<file path="src/rtl/ssh_pkg.sv">
// Shared types, constants and a helper function for the selectable string hash block.
package ssh_pkg;

  typedef enum logic [2:0] {
    ALG_SDBM = 3'd0,
    ALG_RS   = 3'd1,
    ALG_JS   = 3'd2,
    ALG_PJW  = 3'd3,
    ALG_ELF  = 3'd4,
    ALG_BKDR = 3'd5,
    ALG_DJB  = 3'd6,
    ALG_AP   = 3'd7
  } alg_t;

  typedef struct packed {
    logic [7:0] data_byte;
    logic       byte_present;
    logic       end_of_string;
  } item_t;

  localparam logic        REG_ALGORITHM = 1'b0;
  localparam logic [31:0] RS_STEP       = 32'd378551;
  localparam logic [31:0] RS_START      = 32'd63689;
  localparam logic [31:0] JS_START      = 32'd1315423911;
  localparam logic [31:0] DJB_START     = 32'd5381;
  localparam logic [31:0] TOP_NIBBLE    = 32'hF000_0000;
  localparam int          RESULT_DEPTH  = 2;

  function automatic logic [31:0] start_value(alg_t alg);
    logic [31:0] v;
    case (alg)
      ALG_JS:  v = JS_START;
      ALG_DJB: v = DJB_START;
      default: v = 32'd0;
    endcase
    return v;
  endfunction

endpackage

</file>
<file path="src/rtl/ssh_front.sv">
// Input queue that accepts items and drops those that carry neither a byte nor an end mark.
module ssh_front import ssh_pkg::*; #(
  parameter int DEPTH = 4
) (
  input  logic       clk,
  input  logic       rst,
  input  logic       push,
  input  logic [7:0] data_byte,
  input  logic       byte_present,
  input  logic       end_of_string,
  output logic       full,
  output item_t      head,
  output logic       head_valid,
  input  logic       head_pop
);

  localparam int PW = (DEPTH > 1) ? $clog2(DEPTH) : 1;
  localparam int CW = $clog2(DEPTH + 1);
  localparam logic [PW-1:0] LAST_PTR = PW'(DEPTH - 1);
  localparam logic [CW-1:0] FULL_COUNT = CW'(DEPTH);

  item_t         mem [DEPTH];
  logic [PW-1:0] wr_ptr;
  logic [PW-1:0] rd_ptr;
  logic [CW-1:0] count;
  logic          keep;
  logic          take;

  assign full       = (count == FULL_COUNT);
  assign keep       = push && !full && (byte_present || end_of_string);
  assign take       = head_pop && head_valid;
  assign head_valid = (count != '0);
  assign head       = mem[rd_ptr];

  always_ff @(posedge clk) begin
    if (keep) begin
      mem[wr_ptr] <= '{data_byte: data_byte, byte_present: byte_present,
                       end_of_string: end_of_string};
    end
  end

  always_ff @(posedge clk) begin
    if (rst) begin
      wr_ptr <= '0;
      rd_ptr <= '0;
      count  <= '0;
    end else begin
      if (keep) begin
        wr_ptr <= (wr_ptr == LAST_PTR) ? '0 : wr_ptr + 1'b1;
      end
      if (take) begin
        rd_ptr <= (rd_ptr == LAST_PTR) ? '0 : rd_ptr + 1'b1;
      end
      if (keep && !take) begin
        count <= count + 1'b1;
      end else if (take && !keep) begin
        count <= count - 1'b1;
      end
    end
  end

endmodule

</file>
<file path="src/rtl/ssh_back.sv">
// Hash core that absorbs queued bytes and holds finished hashes in a two-entry result queue.
module ssh_back import ssh_pkg::*; (
  input  logic        clk,
  input  logic        rst,
  input  alg_t        algorithm,
  input  logic        restart,
  input  item_t       head,
  input  logic        head_valid,
  output logic        head_pop,
  input  logic        pop,
  output logic        empty,
  output logic [30:0] hash_value
);

  logic [31:0] accumulator;
  logic [31:0] accumulator_next;
  logic [31:0] rs_multiplier;
  logic [31:0] rs_multiplier_next;
  logic        position_odd;
  logic        position_odd_next;
  logic [31:0] absorbed;
  logic [31:0] c32;
  logic [31:0] rs_prod;
  logic [31:0] rs_step_prod;
  logic [31:0] shifted;
  logic [31:0] top;
  logic [31:0] ap_mix;
  logic        take;
  logic        emit;
  logic [30:0] result;

  logic [30:0] rq_mem [RESULT_DEPTH];
  logic        rq_wr;
  logic        rq_rd;
  logic [1:0]  rq_count;
  logic        rq_pop;

  assign c32          = {24'd0, head.data_byte};
  assign rs_prod      = accumulator * rs_multiplier;
  assign rs_step_prod = rs_multiplier * RS_STEP;
  assign shifted      = (accumulator << 4) + c32;
  assign top          = shifted & TOP_NIBBLE;

  always_comb begin
    if (position_odd) begin
      ap_mix = accumulator ^ ~((accumulator << 11) ^ c32 ^ (accumulator >> 5));
    end else begin
      ap_mix = accumulator ^ ((accumulator << 7) ^ c32 ^ (accumulator >> 3));
    end
  end

  always_comb begin
    case (algorithm)
      ALG_SDBM: absorbed = c32 + (accumulator << 6) + (accumulator << 16) - accumulator;
      ALG_RS:   absorbed = rs_prod + c32;
      ALG_JS:   absorbed = accumulator ^ ((accumulator << 5) + c32 + (accumulator >> 2));
      ALG_PJW,
      ALG_ELF:  absorbed = (shifted ^ (top >> 24)) & ~top;
      ALG_BKDR: absorbed = (accumulator << 7) + (accumulator << 1) + accumulator + c32;
      ALG_DJB:  absorbed = accumulator + (accumulator << 5) + c32;
      default:  absorbed = ap_mix;
    endcase
  end

  assign rq_pop   = pop && !empty;
  assign head_pop = head_valid &&
                    (!head.end_of_string || (rq_count != 2'(RESULT_DEPTH)) || rq_pop);
  assign take     = head_pop;
  assign emit     = take && head.end_of_string;
  assign result   = head.byte_present ? absorbed[30:0] : accumulator[30:0];

  always_comb begin
    accumulator_next   = accumulator;
    rs_multiplier_next = rs_multiplier;
    position_odd_next  = position_odd;
    if (restart) begin
      accumulator_next   = start_value(algorithm);
      rs_multiplier_next = RS_START;
      position_odd_next  = 1'b0;
    end else if (take) begin
      if (head.byte_present) begin
        accumulator_next   = absorbed;
        rs_multiplier_next = rs_step_prod;
        position_odd_next  = ~position_odd;
      end
      if (head.end_of_string) begin
        accumulator_next   = start_value(algorithm);
        rs_multiplier_next = RS_START;
        position_odd_next  = 1'b0;
      end
    end
  end

  always_ff @(posedge clk) begin
    if (rst) begin
      accumulator   <= start_value(ALG_SDBM);
      rs_multiplier <= RS_START;
      position_odd  <= 1'b0;
    end else begin
      accumulator   <= accumulator_next;
      rs_multiplier <= rs_multiplier_next;
      position_odd  <= position_odd_next;
    end
  end

  always_ff @(posedge clk) begin
    if (emit) begin
      rq_mem[rq_wr] <= result;
    end
  end

  always_ff @(posedge clk) begin
    if (rst) begin
      rq_wr    <= 1'b0;
      rq_rd    <= 1'b0;
      rq_count <= 2'd0;
    end else begin
      if (emit) begin
        rq_wr <= ~rq_wr;
      end
      if (rq_pop) begin
        rq_rd <= ~rq_rd;
      end
      if (emit && !rq_pop) begin
        rq_count <= rq_count + 2'd1;
      end else if (rq_pop && !emit) begin
        rq_count <= rq_count - 2'd1;
      end
    end
  end

  assign empty      = (rq_count == 2'd0);
  assign hash_value = rq_mem[rq_rd];

`ifndef SYNTHESIS
  a_rq_bound: assert property (@(posedge clk) disable iff (rst)
    rq_count <= 2'(RESULT_DEPTH))
    else $error("result queue count exceeds its depth");

  a_restart_state: assert property (@(posedge clk) disable iff (rst)
    restart |=> (rs_multiplier == RS_START) && !position_odd)
    else $error("restart did not reinitialize the hash state");

  a_emit_count: assert property (@(posedge clk) disable iff (rst)
    emit && !rq_pop |=> rq_count == $past(rq_count) + 2'd1)
    else $error("finished hash was not queued");

  a_no_overflow: assert property (@(posedge clk) disable iff (rst)
    emit |-> (rq_count != 2'(RESULT_DEPTH)) || rq_pop)
    else $error("hash emitted into a full result queue");
`endif

endmodule

</file>
<file path="src/rtl/selectable_string_hash_top.sv">
// Top level of the selectable string hash block with its register port.
//
//  Channel  Direction  Handshake            Beat
//  input    in         push / full          data_byte, byte_present, end_of_string
//  result   out        pop / empty          hash_value
//  config   in         psel/penable/pready  algorithm at byte address 0
//
// One item is taken per cycle unless an end item stalls; the accumulator update,
// including the 32x32 multiply for RS, is combinational within the hash core.
// A result can be popped once its end item has left the input queue and its hash is queued.
// Synchronous rst empties both queues and selects SDBM with its initial state.
// full rises when four items wait; an end item stalls while two results sit unpopped.
module selectable_string_hash_top import ssh_pkg::*; #(
  parameter int ITEM_DEPTH = 4
) (
  input  logic        clk,
  input  logic        rst,
  input  logic        push,
  output logic        full,
  input  logic [7:0]  data_byte,
  input  logic        byte_present,
  input  logic        end_of_string,
  output logic        empty,
  input  logic        pop,
  output logic [30:0] hash_value,
  input  logic        psel,
  input  logic        penable,
  input  logic        pwrite,
  input  logic [2:0]  paddr,
  input  logic [31:0] pwdata,
  output logic [31:0] prdata,
  output logic        pready
);

  alg_t  algorithm;
  logic  cfg_write;
  logic  restart;
  item_t head;
  logic  head_valid;
  logic  head_pop;

  assign pready    = 1'b1;
  assign cfg_write = psel && penable && pwrite && pready;
  assign restart   = cfg_write && (paddr[2] == REG_ALGORITHM);
  assign prdata    = (paddr[2] == REG_ALGORITHM) ? {29'd0, algorithm} : 32'd0;

  always_ff @(posedge clk) begin
    if (rst) begin
      algorithm <= ALG_SDBM;
    end else if (restart) begin
      algorithm <= alg_t'(pwdata[2:0]);
    end
  end

  ssh_front #(
    .DEPTH (ITEM_DEPTH)
  ) u_front (
    .clk           (clk),
    .rst           (rst),
    .push          (push),
    .data_byte     (data_byte),
    .byte_present  (byte_present),
    .end_of_string (end_of_string),
    .full          (full),
    .head          (head),
    .head_valid    (head_valid),
    .head_pop      (head_pop)
  );

  ssh_back u_back (
    .clk        (clk),
    .rst        (rst),
    .algorithm  (alg_t'(restart ? pwdata[2:0] : algorithm)),
    .restart    (restart),
    .head       (head),
    .head_valid (head_valid),
    .head_pop   (head_pop),
    .pop        (pop),
    .empty      (empty),
    .hash_value (hash_value)
  );

endmodule

</file>
<file path="config.mk">
export PLATFORM = sky130hd
export DESIGN_NAME = selectable_string_hash_top
export DESIGN_NICKNAME = d
export VERILOG_FILES = /design/src/rtl/ssh_pkg.sv /design/src/rtl/ssh_front.sv /design/src/rtl/ssh_back.sv /design/src/rtl/selectable_string_hash_top.sv
export SDC_FILE = /design/constraint.sdc
export NUM_CORES = 2
export LEC_CHECK = 0
export ABC_CLOCK_PERIOD_IN_PS = 9950
export BUFFER_PORTS_ARGS = -buffer_cell sky130_fd_sc_hd__buf_2
export CAP_MARGIN = 20
export CORE_MARGIN = 8
export CORE_UTILIZATION = 30
export DETAILED_ROUTE_END_ITERATION = 10
export PLACE_DENSITY = 0.45
export SYNTH_ARGS = -nofsm -noshare
export SYNTH_HDL_FRONTEND = slang
export SYNTH_SLANG_ARGS = --single-unit
</file>
<file path="constraint.sdc">
create_clock -name clk -period 9.95 [get_ports clk]
set_input_delay 1.99 -clock clk [delete_from_list [all_inputs] [get_ports clk]]
set_output_delay 1.99 -clock clk [all_outputs]
set_load 0.01 [all_outputs]
</file>
# Yosys cells after proc, flatten, opt, wreduce, memory -nomap -nowiden
# Memories as Yosys holds them, arrays and structs flattened. A register that Yosys moved wholly into a read port is not among the register bits.
# Cells that the tools add are included.
# Widths: inputs -> output; s select.
[op_classes]
n_reduce_logical = 35
n_eq_ne = 10
n_mul = 2
n_mux = 28
bitwise_logic = 15
add_sub_neg = 18
[op_table]
columns = ["op", "n"]
rows = [
  ["$mux 32", 7],
  ["$pmux 32 s6", 1],
  ["$add 32x8->32", 5],
  ["$add 32x32->32", 4],
  ["$xor 32x32->32", 3],
  ["$xor 32x8->32", 3],
  ["$not 32->32", 2],
  ["$pmux 31 s2", 1],
  ["$add 32x30->32", 1],
  ["$add 8x32->32", 1],
  ["$and 32x32->32", 1],
  ["$mul 32x19->32 const B", 1],
  ["$mul 32x32->32", 1],
  ["$sub 32x32->32", 1],
  ["$xor 32x27->32", 1],
  ["$xor 32x29->32", 1],
  ["$mux 31", 1],
  ["$logic_and 1x1->1", 13],
  ["$eq 3x3->1 const B", 4],
  ["$mux 2", 6],
  ["$mux 3", 4],
  ["$mux 1", 8],
  ["$reduce_bool 2->1", 4],
  ["$logic_not 1->1", 7],
  ["15 further kinds", 27],
]
[totals]
mem_bits_rw = 102
output_inout_bits = 66
n_memories = 2
word_cells = 120
regBits = 79
[memory_table]
columns = ["name", "depth", "word_bits", "read_ports", "rd_ports_with_merged_regs", "write_ports", "line_no", "rtl"]
rows = [
  ["u_back.rq_mem", 2, 31, 1, 1, 1, "ssh_back.sv:32", "logic [30:0] rq_mem [RESULT_DEPTH];"],
  ["u_front.mem", 4, 10, 1, 1, 1, "ssh_front.sv:22", "item_t mem [DEPTH];"],
]

# Logic depth before layout (Yosys ltp)
[logic_depth]
word_depth = 11
ltp_mapped = 32
ltp_nobuf = 29

# Cells and area by module
# Synthesis repeated with hierarchy kept, for this count alone.
[hier_totals]
hier_cells = 4806
hier_area_um2 = 43549.3
[modules_own_cells]
columns = ["mod", "seq_area_each_um2", "cells_each", "area_per_inst_um2", "instances"]
rows = [
  ["ssh_back", 3263.1, 4651, 41172.0, 1],
  ["ssh_front", 1381.3, 103, 1924.3, 1],
  ["selectable_string_hash_top", 60.1, 52, 452.9, 1],
]

# Worst setup path after synthesis
# OpenSTA, ideal clock, no wires.
[synth_path]
path_kind = "register -> register"
start = "register u_back.accumulator[12]"
end = "memory u_back.rq_mem[0][30], data pin"
synth_period_minus_slack_ps = 8034
path_slack_ps = 1916
path_stages_with_launch = 28
t_arrival_ps = 7772
n_path_buf = 1
cell_sequence = "dfxtp_1 clkbuf_1 clkinv_1 nor2_1 fa_1 fa_1 fa_1 inv_1 fa_1 inv_1 fa_1 inv_1 fa_1 inv_1 fa_1 fa_1 ha_1 a21o_1 a2111oi_2 o31ai_1 a31o_2 nand3_1 a21oi_1 a211oi_1 xnor2_1 a211oi_1 o211ai_1 mux2_2"
[synth_between]
elab_chain_len = 5
word_cells_on_any_way = 19
classes_between = "add/sub: 12; mul: 1; mux: 2; bitwise: 4"
[synth_lines]
columns = ["item", "line_no", "rtl"]
rows = [
  ["start, declared", "ssh_back.sv:15", "logic [31:0] accumulator;"],
  ["start signal, assigned", "ssh_back.sv:96", "accumulator <= start_value(ALG_SDBM);"],
  ["start signal, assigned", "ssh_back.sv:100", "accumulator <= accumulator_next;"],
  ["parallel branches: the longest is 3 deep, another holds $mul 32x32->32", "-", ""],
  ["$pmux 32 s6 (*)", "ssh_back.sv:53", "case (algorithm)"],
  ["$mux 31 (*)", "ssh_back.sv:70", "assign result = head.byte_present ? absorbed[30:0] : accumulator[30:0];"],
  ["net u_back.result[30]", "ssh_back.sv:30", "logic [30:0] result;"],
  ["end, declared", "ssh_back.sv:32", ""],
]
# Mark *: on every way through the listed nets, which the timed path passes.

# Worst setup path after layout
[layout_path]
start = "register u_back.accumulator[16]"
end = "memory u_back.rq_mem[0][30], data pin"
# Same word-level chain as after synthesis.

==> run_results.csv <==
group,metric,value,unit
synth,syn_avg_cell_area,9.13,µm²
drt,drt_iter0_markers,2255,
cts,clkSinkCount,184,
placed_design,placed_cells,6616,
global_route,grt.total_usage,0.191,
setup_path,startpoint,"u_back.accumulator[16]",
setup_path,r2r_slack,1.02,ns
sta,timing.final.crit_period,8.93,ns
setup_path,arrival,9.14,ns
hold_path,min_from,"u_back.rq_rd",
drt,routed_wl,150000,µm
finish,syn2layout_area_growth,7.71,%
setup_path,required,10.16,ns
cts,clk_latency,0.50,ns
synth,ys.warnings.count,0,
floorplan,rows,139,
sta,whs,0.514,ns
floorplan,die_h,396,µm
global_route,grt_max_degree,64,
cts,cts_resized,0,
sta,fin_skew,0.0412,ns
cts,post_cts_buffers,0,
synth,ys_seq_area_frac,0.109,
sta,rsz0062_at_grt,"no",
cts,cts_hold_repair.buffers,0,
sta,max_clock_freq,112,MHz
global_route,overflow,0,
floorplan,die-area,157000,µm²
cts,tritoncts,"built",
hold_path,holdCritPathClass,"reg2reg",
placed_design,dp_hpwl,121000,µm
sta,tightest_slew,1.16,ns
placed_design,post-place-ws,1.15,ns
drt,viasPerCell,4.99,
sta,maxSlewViolCount,0,
cts,cts_buffers,17,
finish,layout-drive-gt1-share,0.0653,
setup_path,ff2ff_path_depth,24,
synth,synthArstFlopShare,0,
setup_path,cp-end-kind,"flop",
cts,cts_root_buf,"clkbuf_16",
sta,hold_viol,0,
floorplan,start_util,0.302,
drt,vias,33200,
global_route,antenna_found_initial,3,
synth,syn-instance-count,4736,
floorplan,io_pins,118,
drt,ant_nets,0,
floorplan,fp.dieW,396,µm
synth,yosysTopAreaCell,"fa_1",
setup_path,start_kind,"flop",
drt,wire_per_inst,22.6,µm
placed_design,numPortBuffers,56,
global_route,grt_pass1_vias,35300,
drt,drc_errors,0,
status,status,"completed",
synth,netlist.area_leader.share,0.312,
run,drv_cap,0,
finish,final_cells,6651,
synth,synth_edf_count,102,
cts,htree_levels,4,
synth,synthFlopType,"edfxtp_1",
setup_path,worst-path-max-fanout,15,
floorplan,core_area,143000,µm²
sta,setup_viol,0,
synth,yosysMostFrequentCell,"inv_1",
placed_design,globalplace.congestion,0.907,
cts,clk_pin_slew_worst_paths,0.09,ns
setup_path,path_class,"reg2reg",
synth,synth_commonest_cells,"inv_1, fa_1, ha_1, nand2_1, and2_1",
finish,fin_nets,5987,
synth,ys_types,94,
synth,syn_area,43200,µm²
sta,slew_headroom,0.225,
sta,post-route-period-util,0.897,
setup_path,reg2reg_to,"u_back.rq_mem[0][30]",
synth,synth_area_leaders,"fa_1, ha_1, inv_1",
setup_path,r2r_start,"u_back.accumulator[16]",
drt,first_pass_iters,6,
global_route,grt_pass1_wl,229000,µm
cts,clock_path_buffers,2,
synth,synth-seq-cells,184,
hold_path,min_path_cells,2,
sta,setup_tns,0,ns
sta,setup_ws,1.02,ns
## kinds of logic after synthesis
family                   share of synthesized area
other                                     0.000174
multiplexers                                0.0191
adder cells (fa/ha/maj)                      0.465
XOR/XNOR                                    0.0667
buffers and inverters                       0.0948
AO/OA/AOI/OAI                                0.120
AND/OR/NAND/NOR                              0.126
flip-flops                                   0.109
## registers in the layout, summed over array words and instances (netlist names), named ones only
name,cells
u_front.wr_ptr,2
u_back.rq_wr,1
u_front.count,3
algorithm,3
u_back.rs_multiplier,32
u_front.mem,40
u_back.rq_mem,62
u_back.rq_rd,1
u_back.position_odd,1
u_back.rq_count,2
u_back.accumulator,32
u_front.rd_ptr,2
## area by class of cell
cell class                      instances  area (µm²)
Sequential cell                       184        4720
Multi-Input combinational cell       3525       34600
Tap cell                             1903        2380
Clock inverter                         15         184
Antenna cell                            2        5.00
Inverter                              839        3150
Fill cell                           15100       96700
Clock buffer                           17         425
Timing Repair Buffer                  166        1120
## worst max-delay path by stage
stage,to,slack [ns],cells past startpoint
after global placement,u_back.rq_mem[0][28],1.09,26
after detailed placement,u_back.rq_mem[1][28],1.15,26
after global routing,u_back.accumulator[31],0.82,26
after floorplan,u_back.rq_mem[0][30],1.92,27
final,u_back.rq_mem[0][30],1.02,24
after CTS,u_back.rq_mem[0][28],1.06,26
## critical path, cell delays in order, from the launching register on
cell	delay, ns
dfxtp_1	0.93
inv_1	0.51
nor2_1	0.25
fa_1	0.46
fa_1	0.50
inv_1	0.05
fa_1	0.48
fa_1	0.55
inv_1	0.05
fa_1	0.47
fa_1	0.50
fa_1	0.55
fa_1	0.45
ha_1	0.36
or2_2	0.31
a21oi_1	0.19
o31ai_1	0.09
a31o_2	0.26
nand3_1	0.15
a21oi_1	0.09
a211oi_1	0.30
xnor2_1	0.15
a211oi_1	0.36
o211ai_1	0.21
mux2_2	0.40
## per-layer routing
metal / part of all wire / global-route usage
met3: 0.046 / 0.0179
met5: 0.000086 / 0
met2: 0.47 / 0.321
met4: 0.028 / 0.0487
met1: 0.46 / 0.263
## through the flow
stage	util	instance area (µm²)
2_1_floorplan	-	43300
3_5_place_dp	0.321	45900
3_3_place_gp	0.321	45900
6_report	0.325	46600
4_1_cts	0.325	46500
5_1_grt	0.325	46600
## layout by cell type, fill, tap and decap left out, types with 9 or more instances in the layout
| cell type | instances |
|---|---|
| dfxtp_1 | 66 |
| xor2_1 | 92 |
| a31oi_1 | 17 |
| nor2b_1 | 24 |
| buf_2 | 56 |
| buf_4 | 108 |
| mux2i_1 | 11 |
| and2_1 | 313 |
| fa_1 | 673 |
| mux2_2 | 43 |
| o22ai_1 | 25 |
| nand2_1 | 322 |
| a211oi_1 | 38 |
| xnor2_1 | 233 |
| clkbuf_16 | 17 |
| ha_1 | 529 |
| a211o_1 | 11 |
| mux4_2 | 9 |
| dfxtp_2 | 16 |
| o211ai_1 | 25 |
| nor3_1 | 37 |
| o21ai_0 | 173 |
| nand4_1 | 21 |
| nor2_1 | 259 |
| o31ai_1 | 11 |
| nand3_1 | 34 |
| and3_1 | 16 |
| a22oi_1 | 25 |
| nand2b_1 | 28 |
| a21oi_1 | 212 |
| a21o_1 | 82 |
| edfxtp_1 | 102 |
| o21a_1 | 43 |
| inv_1 | 829 |
| o21bai_1 | 18 |
| clkinv_1 | 9 |
| or3_1 | 15 |
| conb_1 | 30 |
Power is left out: the tool's default activity adds up to more than one toggle a clock period on the data nets, which glitch-free logic cannot reach.
